$ cat config.mk
export PLATFORM = sky130hd
export DESIGN_NAME = quoted_printable_encoder
export DESIGN_NICKNAME = d
export VERILOG_FILES = /design/src/hdl/qpe_pkg.sv /design/src/hdl/qpe_front.sv /design/src/hdl/qpe_queue.sv /design/src/hdl/qpe_back.sv /design/src/hdl/quoted_printable_encoder.sv
export SDC_FILE = /design/constraint.sdc
export NUM_CORES = 1
export LEC_CHECK = 0
export ABC_AREA = 1
export BUFFER_PORTS_ARGS = -buffer_cell sky130_fd_sc_hd__buf_2
export CAP_MARGIN = 25
export CELL_PAD_IN_SITES_DETAIL_PLACEMENT = 1
export CELL_PAD_IN_SITES_GLOBAL_PLACEMENT = 1
export CORE_MARGIN = 1
export CORE_UTILIZATION = 44
export CTS_CLUSTER_SIZE = 8
export DETAILED_ROUTE_END_ITERATION = 10
export HOLD_SLACK_MARGIN = 0.03
export PLACE_DENSITY = 0.81
export SKIP_CTS_REPAIR_TIMING = 1
export SLEW_MARGIN = 40
export SYNTH_ARGS = -nofsm -noshare
export SYNTH_HDL_FRONTEND = slang
export SYNTH_SLANG_ARGS = --single-unit
$ cat constraint.sdc
create_clock -name clk -period 4.6 [get_ports clk]
set_input_delay 0.46 -clock clk [delete_from_list [all_inputs] [get_ports clk]]
set_output_delay 0.46 -clock clk [all_outputs]
set_load 0.1 [all_outputs]
$ cat src/hdl/qpe_pkg.sv
`default_nettype none
package qpe_pkg;

	localparam logic [7:0] CHR_TAB = 8'h09;
	localparam logic [7:0] CHR_LF  = 8'h0A;
	localparam logic [7:0] CHR_CR  = 8'h0D;
	localparam logic [7:0] CHR_SP  = 8'h20;
	localparam logic [7:0] CHR_EQ  = 8'h3D;
	localparam logic [7:0] CHR_ZERO = 8'h30;
	localparam logic [7:0] CHR_A   = 8'h41;

	localparam logic [7:0] LINE_LIMIT_RESET = 8'd76;

	// What one resolved byte turns into on the output side.
	typedef enum logic [1:0] {
		ACT_NONE = 2'd0,
		ACT_LIT  = 2'd1,
		ACT_HEX  = 2'd2,
		ACT_CRLF = 2'd3
	} act_kind_t;

	typedef struct packed {
		act_kind_t  kind;
		logic [7:0] chr;
		logic       brk;
	} act_t;

	// One request's worth of output work: the held byte's part, then the new byte's part.
	typedef struct packed {
		act_t held;
		act_t cur;
		logic last;
	} qpe_cmd_t;

endpackage
`default_nettype wire

$ cat src/hdl/qpe_front.sv
`default_nettype none
module qpe_front (
	input  wire logic            clk,
	input  wire logic            arst_n,
	input  wire logic [7:0]      line_limit,
	input  wire logic            accept,
	input  wire logic [7:0]      data_byte,
	input  wire logic            message_last,
	output qpe_pkg::qpe_cmd_t    cmd,
	output logic                 cmd_push
);

	logic [7:0] held_byte_q;
	logic       held_valid_q;
	logic [7:0] column_q;

	logic [7:0] col_a;
	logic [7:0] col_a_inc;
	logic [7:0] col_b;
	logic [7:0] col_b_inc;
	logic       hold_next;
	logic       b_is_ws;
	logic       next_is_eol;

	function automatic qpe_pkg::act_kind_t enc_kind(input logic [7:0] x, input logic force_hex);
		logic plain;
		logic ws;
		plain = (x >= 8'h21 && x <= 8'h3C) || (x >= 8'h3E && x <= 8'h7E);
		ws = (x == qpe_pkg::CHR_SP) || (x == qpe_pkg::CHR_TAB);
		if (plain || (ws && !force_hex)) begin
			return qpe_pkg::ACT_LIT;
		end
		return qpe_pkg::ACT_HEX;
	endfunction

	assign b_is_ws = (data_byte == qpe_pkg::CHR_SP) || (data_byte == qpe_pkg::CHR_TAB);
	assign next_is_eol = (data_byte == qpe_pkg::CHR_CR) || (data_byte == qpe_pkg::CHR_LF);
	assign col_a_inc = column_q + 8'd1;

	always_comb begin
		cmd = '0;
		cmd.last = message_last;
		cmd.held.chr = held_byte_q;
		cmd.cur.chr = data_byte;
		col_a = column_q;
		hold_next = 1'b0;

		// Resolve the byte held back from the previous request.
		if (held_valid_q) begin
			if (held_byte_q == qpe_pkg::CHR_CR) begin
				if (data_byte != qpe_pkg::CHR_LF) begin
					cmd.held.kind = qpe_pkg::ACT_HEX;
				end
			end else begin
				cmd.held.kind = enc_kind(held_byte_q, next_is_eol);
			end
			if (cmd.held.kind != qpe_pkg::ACT_NONE) begin
				cmd.held.brk = (col_a_inc >= line_limit);
				col_a = cmd.held.brk ? 8'd0 : col_a_inc;
			end
		end

		col_b_inc = col_a + 8'd1;
		col_b = col_a;
		if (data_byte == qpe_pkg::CHR_LF) begin
			cmd.cur.kind = qpe_pkg::ACT_CRLF;
			col_b = 8'd0;
		end else if (!message_last && (b_is_ws || data_byte == qpe_pkg::CHR_CR)) begin
			hold_next = 1'b1;
		end else begin
			cmd.cur.kind = enc_kind(data_byte, 1'b0);
			cmd.cur.brk = (col_b_inc >= line_limit);
			col_b = cmd.cur.brk ? 8'd0 : col_b_inc;
		end
	end

	assign cmd_push = accept &&
		((cmd.held.kind != qpe_pkg::ACT_NONE) || (cmd.cur.kind != qpe_pkg::ACT_NONE));

	always_ff @(posedge clk or negedge arst_n) begin
		if (!arst_n) begin
			held_byte_q  <= 8'd0;
			held_valid_q <= 1'b0;
			column_q     <= 8'd0;
		end else if (accept) begin
			if (hold_next) begin
				held_byte_q <= data_byte;
			end
			held_valid_q <= hold_next;
			column_q     <= message_last ? 8'd0 : col_b;
		end
	end

endmodule
`default_nettype wire

$ cat src/hdl/qpe_queue.sv
`default_nettype none
module qpe_queue #(
	parameter int DEPTH = 2
) (
	input  wire logic              clk,
	input  wire logic              arst_n,
	input  wire logic              push,
	input  wire qpe_pkg::qpe_cmd_t push_data,
	output logic                   full,
	input  wire logic              pop,
	output logic                   head_valid,
	output qpe_pkg::qpe_cmd_t      head
);

	localparam int PTR_W = (DEPTH > 1) ? $clog2(DEPTH) : 1;
	localparam int CNT_W = $clog2(DEPTH + 1);
	localparam logic [PTR_W-1:0] LAST_PTR = PTR_W'(DEPTH - 1);

	qpe_pkg::qpe_cmd_t mem_q [DEPTH];
	logic [PTR_W-1:0]  wr_ptr_q;
	logic [PTR_W-1:0]  rd_ptr_q;
	logic [CNT_W-1:0]  count_q;

	assign full       = (count_q == CNT_W'(DEPTH));
	assign head_valid = (count_q != '0);
	assign head       = mem_q[rd_ptr_q];

	always_ff @(posedge clk) begin
		if (push) begin
			mem_q[wr_ptr_q] <= push_data;
		end
	end

	always_ff @(posedge clk or negedge arst_n) begin
		if (!arst_n) begin
			wr_ptr_q <= '0;
			rd_ptr_q <= '0;
			count_q  <= '0;
		end else begin
			if (push) begin
				wr_ptr_q <= (wr_ptr_q == LAST_PTR) ? '0 : wr_ptr_q + 1'b1;
			end
			if (pop) begin
				rd_ptr_q <= (rd_ptr_q == LAST_PTR) ? '0 : rd_ptr_q + 1'b1;
			end
			if (push && !pop) begin
				count_q <= count_q + 1'b1;
			end else if (pop && !push) begin
				count_q <= count_q - 1'b1;
			end
		end
	end

endmodule
`default_nettype wire

$ cat src/hdl/qpe_back.sv
`default_nettype none
module qpe_back (
	input  wire logic              clk,
	input  wire logic              arst_n,
	input  wire logic              head_valid,
	input  wire qpe_pkg::qpe_cmd_t head,
	output logic                   pop,
	output logic                   out_valid,
	input  wire logic              out_ready,
	output logic [7:0]             text_char,
	output logic                   run_last,
	output logic                   message_done
);

	// Phases of one request: held byte, its soft break, new byte, its soft break.
	localparam logic [1:0] PH_HELD = 2'd0;
	localparam logic [1:0] PH_HELD_BRK = 2'd1;
	localparam logic [1:0] PH_CUR = 2'd2;
	localparam logic [1:0] PH_CUR_BRK = 2'd3;

	logic [1:0] phase_q;
	logic [1:0] idx_q;
	logic       out_valid_q;
	logic [7:0] char_q;
	logic       run_last_q;
	logic       done_q;

	logic [1:0] phase_len [4];
	logic [1:0] cur;
	logic       found;
	logic       later;
	logic       end_of_phase;
	logic       is_last;
	logic       load;
	logic [7:0] chr;
	qpe_pkg::act_t act;

	function automatic logic [1:0] len_of(input qpe_pkg::act_kind_t k);
		unique case (k)
			qpe_pkg::ACT_NONE: return 2'd0;
			qpe_pkg::ACT_LIT:  return 2'd1;
			qpe_pkg::ACT_HEX:  return 2'd3;
			qpe_pkg::ACT_CRLF: return 2'd2;
			default:           return 2'd0;
		endcase
	endfunction

	function automatic logic [7:0] hex_digit(input logic [3:0] n);
		if (n < 4'd10) begin
			return qpe_pkg::CHR_ZERO + {4'd0, n};
		end
		return qpe_pkg::CHR_A + {4'd0, n} - 8'd10;
	endfunction

	always_comb begin
		phase_len[0] = len_of(head.held.kind);
		phase_len[1] = head.held.brk ? 2'd3 : 2'd0;
		phase_len[2] = len_of(head.cur.kind);
		phase_len[3] = head.cur.brk ? 2'd3 : 2'd0;

		cur = phase_q;
		found = 1'b0;
		for (int p = 0; p < 4; p++) begin
			if (!found && p >= int'(phase_q) && phase_len[p] != 2'd0) begin
				cur = 2'(p);
				found = 1'b1;
			end
		end
		later = 1'b0;
		for (int p = 0; p < 4; p++) begin
			if (p > int'(cur) && phase_len[p] != 2'd0) begin
				later = 1'b1;
			end
		end
	end

	assign end_of_phase = ({1'b0, idx_q} + 3'd1) == {1'b0, phase_len[cur]};
	assign is_last = end_of_phase && !later;

	always_comb begin
		act = (cur == PH_CUR) ? head.cur : head.held;
		chr = act.chr;
		if (cur == PH_HELD_BRK || cur == PH_CUR_BRK) begin
			unique case (idx_q)
				2'd0:    chr = qpe_pkg::CHR_EQ;
				2'd1:    chr = qpe_pkg::CHR_CR;
				default: chr = qpe_pkg::CHR_LF;
			endcase
		end else begin
			unique case (act.kind)
				qpe_pkg::ACT_LIT: chr = act.chr;
				qpe_pkg::ACT_HEX: begin
					unique case (idx_q)
						2'd0:    chr = qpe_pkg::CHR_EQ;
						2'd1:    chr = hex_digit(act.chr[7:4]);
						default: chr = hex_digit(act.chr[3:0]);
					endcase
				end
				qpe_pkg::ACT_CRLF: chr = (idx_q == 2'd0) ? qpe_pkg::CHR_CR : qpe_pkg::CHR_LF;
				default:           chr = act.chr;
			endcase
		end
	end

	assign load = head_valid && (!out_valid_q || out_ready);
	assign pop  = load && is_last;

	always_ff @(posedge clk or negedge arst_n) begin
		if (!arst_n) begin
			phase_q     <= PH_HELD;
			idx_q       <= 2'd0;
			out_valid_q <= 1'b0;
		end else begin
			if (load) begin
				out_valid_q <= 1'b1;
				if (is_last) begin
					phase_q <= PH_HELD;
					idx_q   <= 2'd0;
				end else if (end_of_phase) begin
					phase_q <= cur + 2'd1;
					idx_q   <= 2'd0;
				end else begin
					idx_q <= idx_q + 2'd1;
				end
			end else if (out_ready) begin
				out_valid_q <= 1'b0;
			end
		end
	end

	always_ff @(posedge clk) begin
		if (load) begin
			char_q     <= chr;
			run_last_q <= is_last;
			done_q     <= is_last && head.last;
		end
	end

	assign out_valid    = out_valid_q;
	assign text_char    = char_q;
	assign run_last     = run_last_q;
	assign message_done = done_q;

endmodule
`default_nettype wire

$ cat src/hdl/quoted_printable_encoder.sv
// A request that makes characters passes through the command queue and the output register.
// Throughput: one output character per cycle while commands wait and out_ready allows; a request
// makes 0 to 12 characters, 3 for a hex-encoded byte, and further requests may be taken before they are out.
// Input requests are taken every cycle while the command queue (QUEUE_DEPTH entries) has room.
// Reset (arst_n low, asynchronous): nothing held, column cleared, queue and output emptied,
// line_limit back to 76.
`default_nettype none
module quoted_printable_encoder #(
	parameter int QUEUE_DEPTH = 2
) (
	input  wire logic       clk,
	input  wire logic       arst_n,
	input  wire logic       cfg_wr_en,
	input  wire logic [7:0] cfg_wr_data,
	input  wire logic       in_valid,
	output logic            in_ready,
	input  wire logic [7:0] data_byte,
	input  wire logic       message_last,
	output logic            out_valid,
	input  wire logic       out_ready,
	output logic [7:0]      text_char,
	output logic            run_last,
	output logic            message_done
);

	// The front end resolves held whitespace and column counting at request time and
	// turns each request into at most one command; the back end expands commands into
	// characters one per cycle while out_ready allows. The queue between them lets each side stall alone.

	logic [7:0]        line_limit_q;
	logic              accept;
	logic              cmd_push;
	logic              queue_full;
	logic              head_valid;
	logic              pop;
	qpe_pkg::qpe_cmd_t cmd;
	qpe_pkg::qpe_cmd_t head;

	// The line limit must be written only while the block is idle; the block does not enforce it.
	always_ff @(posedge clk or negedge arst_n) begin
		if (!arst_n) begin
			line_limit_q <= qpe_pkg::LINE_LIMIT_RESET;
		end else if (cfg_wr_en) begin
			line_limit_q <= cfg_wr_data;
		end
	end

	// A request that only holds a byte back is accepted without a queue entry, but
	// readiness does not depend on the payload so that valid may never wait on it.
	assign in_ready = !queue_full;
	assign accept   = in_valid && in_ready;

	qpe_front u_front (
		.clk          (clk),
		.arst_n       (arst_n),
		.line_limit   (line_limit_q),
		.accept       (accept),
		.data_byte    (data_byte),
		.message_last (message_last),
		.cmd          (cmd),
		.cmd_push     (cmd_push)
	);

	qpe_queue #(
		.DEPTH (QUEUE_DEPTH)
	) u_queue (
		.clk        (clk),
		.arst_n     (arst_n),
		.push       (cmd_push),
		.push_data  (cmd),
		.full       (queue_full),
		.pop        (pop),
		.head_valid (head_valid),
		.head       (head)
	);

	// The back end owns the output register, so a finished character waiting on
	// out_ready does not block new requests while the queue has room.
	qpe_back u_back (
		.clk          (clk),
		.arst_n       (arst_n),
		.head_valid   (head_valid),
		.head         (head),
		.pop          (pop),
		.out_valid    (out_valid),
		.out_ready    (out_ready),
		.text_char    (text_char),
		.run_last     (run_last),
		.message_done (message_done)
	);

endmodule
`default_nettype wire

==> results of run 1 <==
[registers in the layout, indices dropped and copies added, names as in the netlist]
register / count
line_limit_q: 8
u_back.idx_q: 2
u_back.message_done: 1
u_back.out_valid: 1
u_back.phase_q: 2
u_back.run_last: 1
u_back.text_char: 8
u_front.column_q: 8
u_front.held_byte_q: 8
u_front.held_valid_q: 1
u_queue.count_q: 2
u_queue.mem_q: 46
u_queue.rd_ptr_q: 1
u_queue.wr_ptr_q: 1
[power groups by stage]
stage                     Sequential, mW  Clock (mW)  Combinational (mW)
final                               1.25       0.722                2.47
after global routing                1.27       0.767                2.75
after CTS                           1.24       0.739                2.43
after detailed placement            1.25           0                2.41
after global placement              1.24           0                2.30
after floorplan                     1.58           0                1.50
[cell families (layout without fill, tap and decap cells)]
kind of cell	after synthesis	in the layout	synth area share, %
XOR/XNOR	8	8	1.47
multiplexers	5	5	0.970
buffers and inverters	110	168	8.11
flip-flops	90	90	47.9
AO/OA/AOI/OAI	96	96	10.5
adder cells (fa/ha/maj)	29	29	6.86
AND/OR/NAND/NOR	295	295	24.2
[layout make-up]
| type | count | share of cell area, % |
|---|---|---|
| Clock inverter | 5 | 0.614 |
| Tap cell | 143 | 2.93 |
| Inverter | 102 | 6.31 |
| Sequential cell | 90 | 41.5 |
| Timing Repair Buffer | 50 | 4.83 |
| Multi-Input combinational cell | 433 | 39.7 |
| Clock buffer | 11 | 4.14 |
[worst register-to-register path, delay by kind of cell, from the launching register on]
family                     cells  cell delay (ns)
DFF                            1             0.46
adders and majority gates      2             0.59
AOI/OAI and AO/OA              3             0.60
buffers and inverters          7             0.71
and+or+nand+nor               16             1.77
xor gates and xnor gates       1             0.16
[cell usage in the layout, fill, tap and decap left out, drive strengths merged, types with 3 or more instances in the layout]
| cell | n |
|---|---|
| dfstp | 3 |
| inv | 101 |
| nand4 | 8 |
| nor3 | 3 |
| mux2i | 4 |
| clkinv | 6 |
| nand2 | 187 |
| xnor2 | 4 |
| nor2 | 48 |
| ha | 29 |
| xor2 | 4 |
| edfxtp | 56 |
| o21ai | 52 |
| clkbuf | 11 |
| buf | 50 |
| o22ai | 3 |
| a21oi | 24 |
| nand3 | 43 |
| o211ai | 4 |
| dfrtp | 31 |
[layer usage]
metal | share of wire, % | vias up | wire [um] | GRT usage (%)
li1 | - | 2191 | - | -
met1 | 42 | 2222 | 5960 | 27.8
met2 | 51 | 88 | 7240 | 43.3
met3 | 3.4 | 35 | 477 | 3.59
met4 | 3.0 | 0 | 427 | 11.7
met5 | 0 | - | 0 | 0
[worst paths after layout]
kind                                            end  slack, ns  cells after the start
min in group clk                   u_back.out_valid       0.30                      2
worst max register to register  u_front.column_q[6]       0.25                     29
max in group asynchronous       u_front.column_q[0]       4.17                      1
worst max-delay path            u_front.column_q[6]       0.25                     29
worst min-delay path                line_limit_q[7]       0.07                      1
worst min register to register   u_queue.count_q[0]       0.51                      1
[metrics by stage]
stage / hold slack (ns) / instances / util (%) / setup TNS (ns)
after floorplan: 0.164 / 633 / - / 0
after global placement: 0.487 / 807 / 48.8 / 0
after detailed placement: 0.499 / 807 / 48.8 / -1.05
after CTS: 0.244 / 823 / 51.3 / -2.96
after global routing: 0.110 / 834 / 52.9 / -0.156
final: 0.0748 / 834 / 52.9 / 0
==> results.yml, run 1 <==
hold_path:
  min_path_type: "in2async"
synth:
  synthArstFlopShare_pct: 37.8
  yosysWarnings: 0
  syn_avg_cell_area_um2: 8.36
  yosysTopAreaCell: "edfxtp_1"
  synth-edff-count: 56
  synth_fp_nets: 684
  synth_commonest_cells: "nand2_1, inv_1, edfxtp_1, o21ai_0"
  yosysMostFrequentCell: "nand2_1"
  synth_area_leaders: "edfxtp_1, dfrtp_1, nand2_1"
  synth_cell_type_count: 46
  syn_inst: 633
  ys_ff_latch: 90
  synth_ff_type: "edfxtp_1"
  ys_seq_area_share_pct: 47.9
  syn_area_um2: 5290
  synth_top_area_share_pct: 31.8
timing:
  worst_pin_slew_ns: 0.577
  maxSlewHeadroom_pct: 61.1
  setup_viol: 0
  finalHoldViolCount: 0
  setup_ws_ns: 0.249
  finClkSkew_ns: 0.00380
  period_share_pct: 94.6
  final_max_slew_viol_count: 0
  timing.fmax_mhz: 230
  post-route-min-period_ns: 4.35
placement:
  place_ws_ns: -0.211
  dpl-instance-area_um2: 5640
  routabilityCongestion: 0.911
  hpwl_um: 10300
  port_buffers: 33
clock_tree:
  clk_pin_slew_ns: 0.06
  cts_buffer_depth: 2
  htree_levels: 3
  cts_made_buffers: 9
  cts_root_buf: "clkbuf_16"
  clock_latency_ns: 0.35
  cts.sink_count: 90
  cts_tree: "done"
setup_path:
  critPathLaunchType: "flop"
  worstPathRequired_ns: 4.89
  worstSetupStartpoint: "u_front.column_q[1]"
  critPathTopFamily: "simple AND/OR/NAND/NOR gates"
  path_class: "reg2reg"
  crit_slowest_cell: "dfrtp_1"
  rr_startpoint: "u_front.column_q[1]"
  cp_common_cell: "nand2_1"
  cp-end-kind: "flop"
  arrival_ns: 4.64
  critPathMaxFanout: 7
  crit_buf_inv: 7
  slowest_delay_ns: 0.46
finish:
  regArea_um2: 2540
  fillers: 1413
  drive_gt1_share_pct: 16.5
  diodes: 0
  area_growth_pct: 15.5
  stdcell_area_um2: 6110
  multiInputGateArea_um2: 2420
  fin_nets: 737
route:
  drt_iter0_markers: 207
  wl_um: 14100
  first_pass_iters: 7
  antenna_left: 0
  viasPerCell: 5.44
  post_drt_wl_per_cell_um: 16.9
  vias: 4536
  drc: 2
global_route:
  grt_pass1_vias: 4805
  grt_max_degree: 35
  gr-total-overflow: 0
  grt_pass1_wl_um: 23300
  grt_usage_pct: 24.0
  antenna_found_initial: 0
floorplanning:
  ioPinCount: 34
  dieArea_um2: 12500
  die_w_um: 112
  core_um2: 11600
  initial_core_util_pct: 45.8
  die_h_um: 112
  num_rows: 39
power_and_ir_drop:
  switching_power_mw: 2.21
  pwr_density_cell_nw_per_um2: 727
  switching_share_pct: 49.8
  finalPower_mw: 4.44
  p_leak_nw: 2.96
  power_frac_seq_pct: 28.0
  combinationalPowerShare_pct: 55.7
  power_frac_clock_pct: 16.2
  ir_drop_v: 0.000219
  p_int_mw: 2.23
flow_run:
  drv_cap: 0
status:
  violations: "DRC"
  status: "complete, but fails checks"
(Power assumes the default switching activity.)
==> run 2, diff against run 1 <==
--- a/config.mk
+++ b/config.mk
@@ -15,9 +15,10 @@
 export CTS_CLUSTER_SIZE = 8
 export DETAILED_ROUTE_END_ITERATION = 10
 export HOLD_SLACK_MARGIN = 0.03
-export PLACE_DENSITY = 0.81
+export PLACE_DENSITY = 0.8
 export SKIP_CTS_REPAIR_TIMING = 1
 export SLEW_MARGIN = 40
 export SYNTH_ARGS = -nofsm -noshare
 export SYNTH_HDL_FRONTEND = slang
+export SYNTH_HIERARCHICAL = 1
 export SYNTH_SLANG_ARGS = --single-unit
==> results.yml, run 2 <==
floorplanning:
  dieArea_um2: 13700
  die_w_um: 117
  core_um2: 12800
  die_h_um: 117
  num_rows: 41
  ioPinCount: 34
  initial_core_util_pct: 45.8
global_route:
  grt_pass1_vias: 5003
  antenna_found_initial: 0
  grt_max_degree: 35
  grt_pass1_wl_um: 24200
  grt_usage_pct: 23.4
  gr-total-overflow: 0
finish:
  final_cell_mix: "nand2_1, inv_1, edfxtp_1"
  layout_commonest_cell: "nand2_1"
  fin_nets: 755
  fillers: 1527
  multiInputGateArea_um2: 2740
  area_growth_pct: 9.87
  finish.utilization_pct: 50.3
  regArea_um2: 2540
  regMostFlops: "u_queue/mem_q"
  largest_reg_flops: 46
  fin_cells: 877
  drive_gt1_share_pct: 20.4
  diodes: 0
synth:
  ys_ff_latch: 90
  synth_area_leaders: "edfxtp_1, dfrtp_1, nand2_1"
  synthArstFlopShare_pct: 37.8
  synth_ff_type: "edfxtp_1"
  syn_avg_cell_area_um2: 8.72
  syn_inst: 670
  syn_area_um2: 5840
  synth_fp_nets: 725
  synth_commonest_cells: "nand2_1, inv_1, edfxtp_1, nor2_1, nand3_1"
  ys_seq_area_share_pct: 43.4
  yosysMostFrequentCell: "nand2_1"
  synth-edff-count: 56
  yosysTopAreaCell: "edfxtp_1"
  synth_top_area_share_pct: 28.8
  yosysWarnings: 6
  synth_cell_type_count: 45
flow_run:
  drv_cap: 0
timing:
  worst_pin_slew_ns: 0.593
  finClkSkew_ns: 0.0114
  post-route-min-period_ns: 4.23
  period_share_pct: 91.9
  rsz0062_at_grt: "false"
  setup_viol: 0
  fin_setup_tns_ns: 0
  whs_ns: 0.0488
  finalHoldViolCount: 0
  maxSlewHeadroom_pct: 60.3
  final_max_slew_viol_count: 0
  timing.fmax_mhz: 236
setup_path:
  critPathLaunchType: "flop"
  path_class: "reg2reg"
  cp-end-kind: "flop"
  critPathMaxFanout: 6
  arrival_ns: 4.48
  worstRegToRegCells: 27
  worstPathRequired_ns: 4.85
power_and_ir_drop:
  power_frac_seq_pct: 26.8
  switching_power_mw: 2.34
  pwr_density_cell_nw_per_um2: 749
  power_frac_clock_pct: 16.5
  p_leak_nw: 3.09
  ir_drop_v: 0.000246
  switching_share_pct: 48.6
  p_int_mw: 2.47
  combinationalPowerShare_pct: 56.8
clock_tree:
  clk_pin_slew_ns: 0.06
  cts_buffer_depth: 2
  cts_made_buffers: 9
  htree_levels: 3
  clock_latency_ns: 0.35
  cts_tree: "done"
  cts_root_buf: "clkbuf_16"
  cts.sink_count: 90
hold_path:
  min_path_type: "in2async"
status:
  status: "finished, final reports clean"
route:
  antenna_left: 0
  viasPerCell: 5.18
  vias: 4539
  wl_um: 14500
  first_pass_iters: 4
  post_drt_wl_per_cell_um: 16.5
  drt_iter0_markers: 226
  drc: 0
placement:
  port_buffers: 33
  routabilityCongestion: 0.818
  hpwl_um: 11100
  place_inst: 861
-- run 2: cell types whose count changed in the layout (fill, tap and decap cells not counted), sizes merged, moves of 4 or more --
cell	delta
o21ai	-15
nand2	+11
nor2	+8
xor2	+4
mux2i	-4
a21oi	-9
inv	+13
mux2	+22
ha	+4
buf	-15
-- run 2: power by group through the flow --
stage          sequential, mW  clock (mW)  combinational [mW]
2_1_floorplan            1.61           0                1.88
4_1_cts                  1.29       0.814                2.74
5_1_grt                  1.31       0.835                3.03
3_5_place_dp             1.30           0                2.72
6_report                 1.29       0.791                2.73
3_3_place_gp             1.28           0                2.59
-- run 2: kinds of logic after synthesis --
kind of cell | Yosys count | synth area share, %
xor+xnor | 9 | 1.35
flops | 90 | 43.4
buf+inv | 129 | 10.1
simple gates | 318 | 25.0
mux | 23 | 5.65
compound gates | 68 | 7.39
fa+ha+maj | 33 | 7.06
-- run 2: area by class of cell --
class,instances,area share (%)
multi-input cells,451,42.6
well taps,172,3.35
flip-flops and latches,90,39.6
clock buffers,10,3.57
clock inverters,6,1.40
inverters,113,6.61
repair buffers,35,2.84
-- run 2: worst max-delay path: stages (launching register included) --
cell	delay [ns]
dfrtp_2	0.43
nand2_1	0.11
nor3_1	0.18
nand4_1	0.13
xor2_1	0.15
inv_1	0.08
ha_1	0.33
nand2_1	0.07
nor2_1	0.24
nand2_1	0.09
nand2_1	0.08
nor2_2	0.06
a21oi_4	0.18
inv_2	0.10
ha_1	0.24
inv_1	0.09
xor2_1	0.18
inv_1	0.06
ha_1	0.27
nand2_1	0.06
o21ai_0	0.19
nand2_1	0.09
nand3_1	0.17
inv_1	0.16
nand3_1	0.14
nand2_1	0.10
nand2_1	0.10
nand2_1	0.05
-- run 2: path summary, 6_finish.rpt --
| kind | start | to | slack, ns |
|---|---|---|---|
| max | u_front/column_q[4] | u_front/column_q[6] | 0.37 |
| min | arst_n | u_back/idx_q[0] | 0.05 |
| max reg2reg | u_front/column_q[4] | u_front/column_q[6] | 0.37 |
| min reg2reg | line_limit_q[3] | line_limit_q[3] | 0.46 |
| max in group asynchronous | arst_n | line_limit_q[2] | 4.18 |
| min in group clk | cfg_wr_data[4] | line_limit_q[4] | 0.30 |
-- run 2: stage by stage --
step / power [mW] / cell area, um2 / setup slack [ns]
after floorplan: 3.49 / 5840 / 1.15
after global placement: 3.87 / 6080 / 0.484
after detailed placement: 4.02 / 6080 / 0.282
after CTS: 4.84 / 6400 / 0.231
after global routing: 5.18 / 6420 / 0.0263
final: 4.81 / 6420 / 0.371
-- run 2: routing by layer --
layer	vias up	track usage [%]	wire length, um
met5	-	0	0
met4	0	10.7	365
met3	24	4.74	458
met2	74	42.0	7590
met1	2230	26.7	6090
li1	2211	-	-
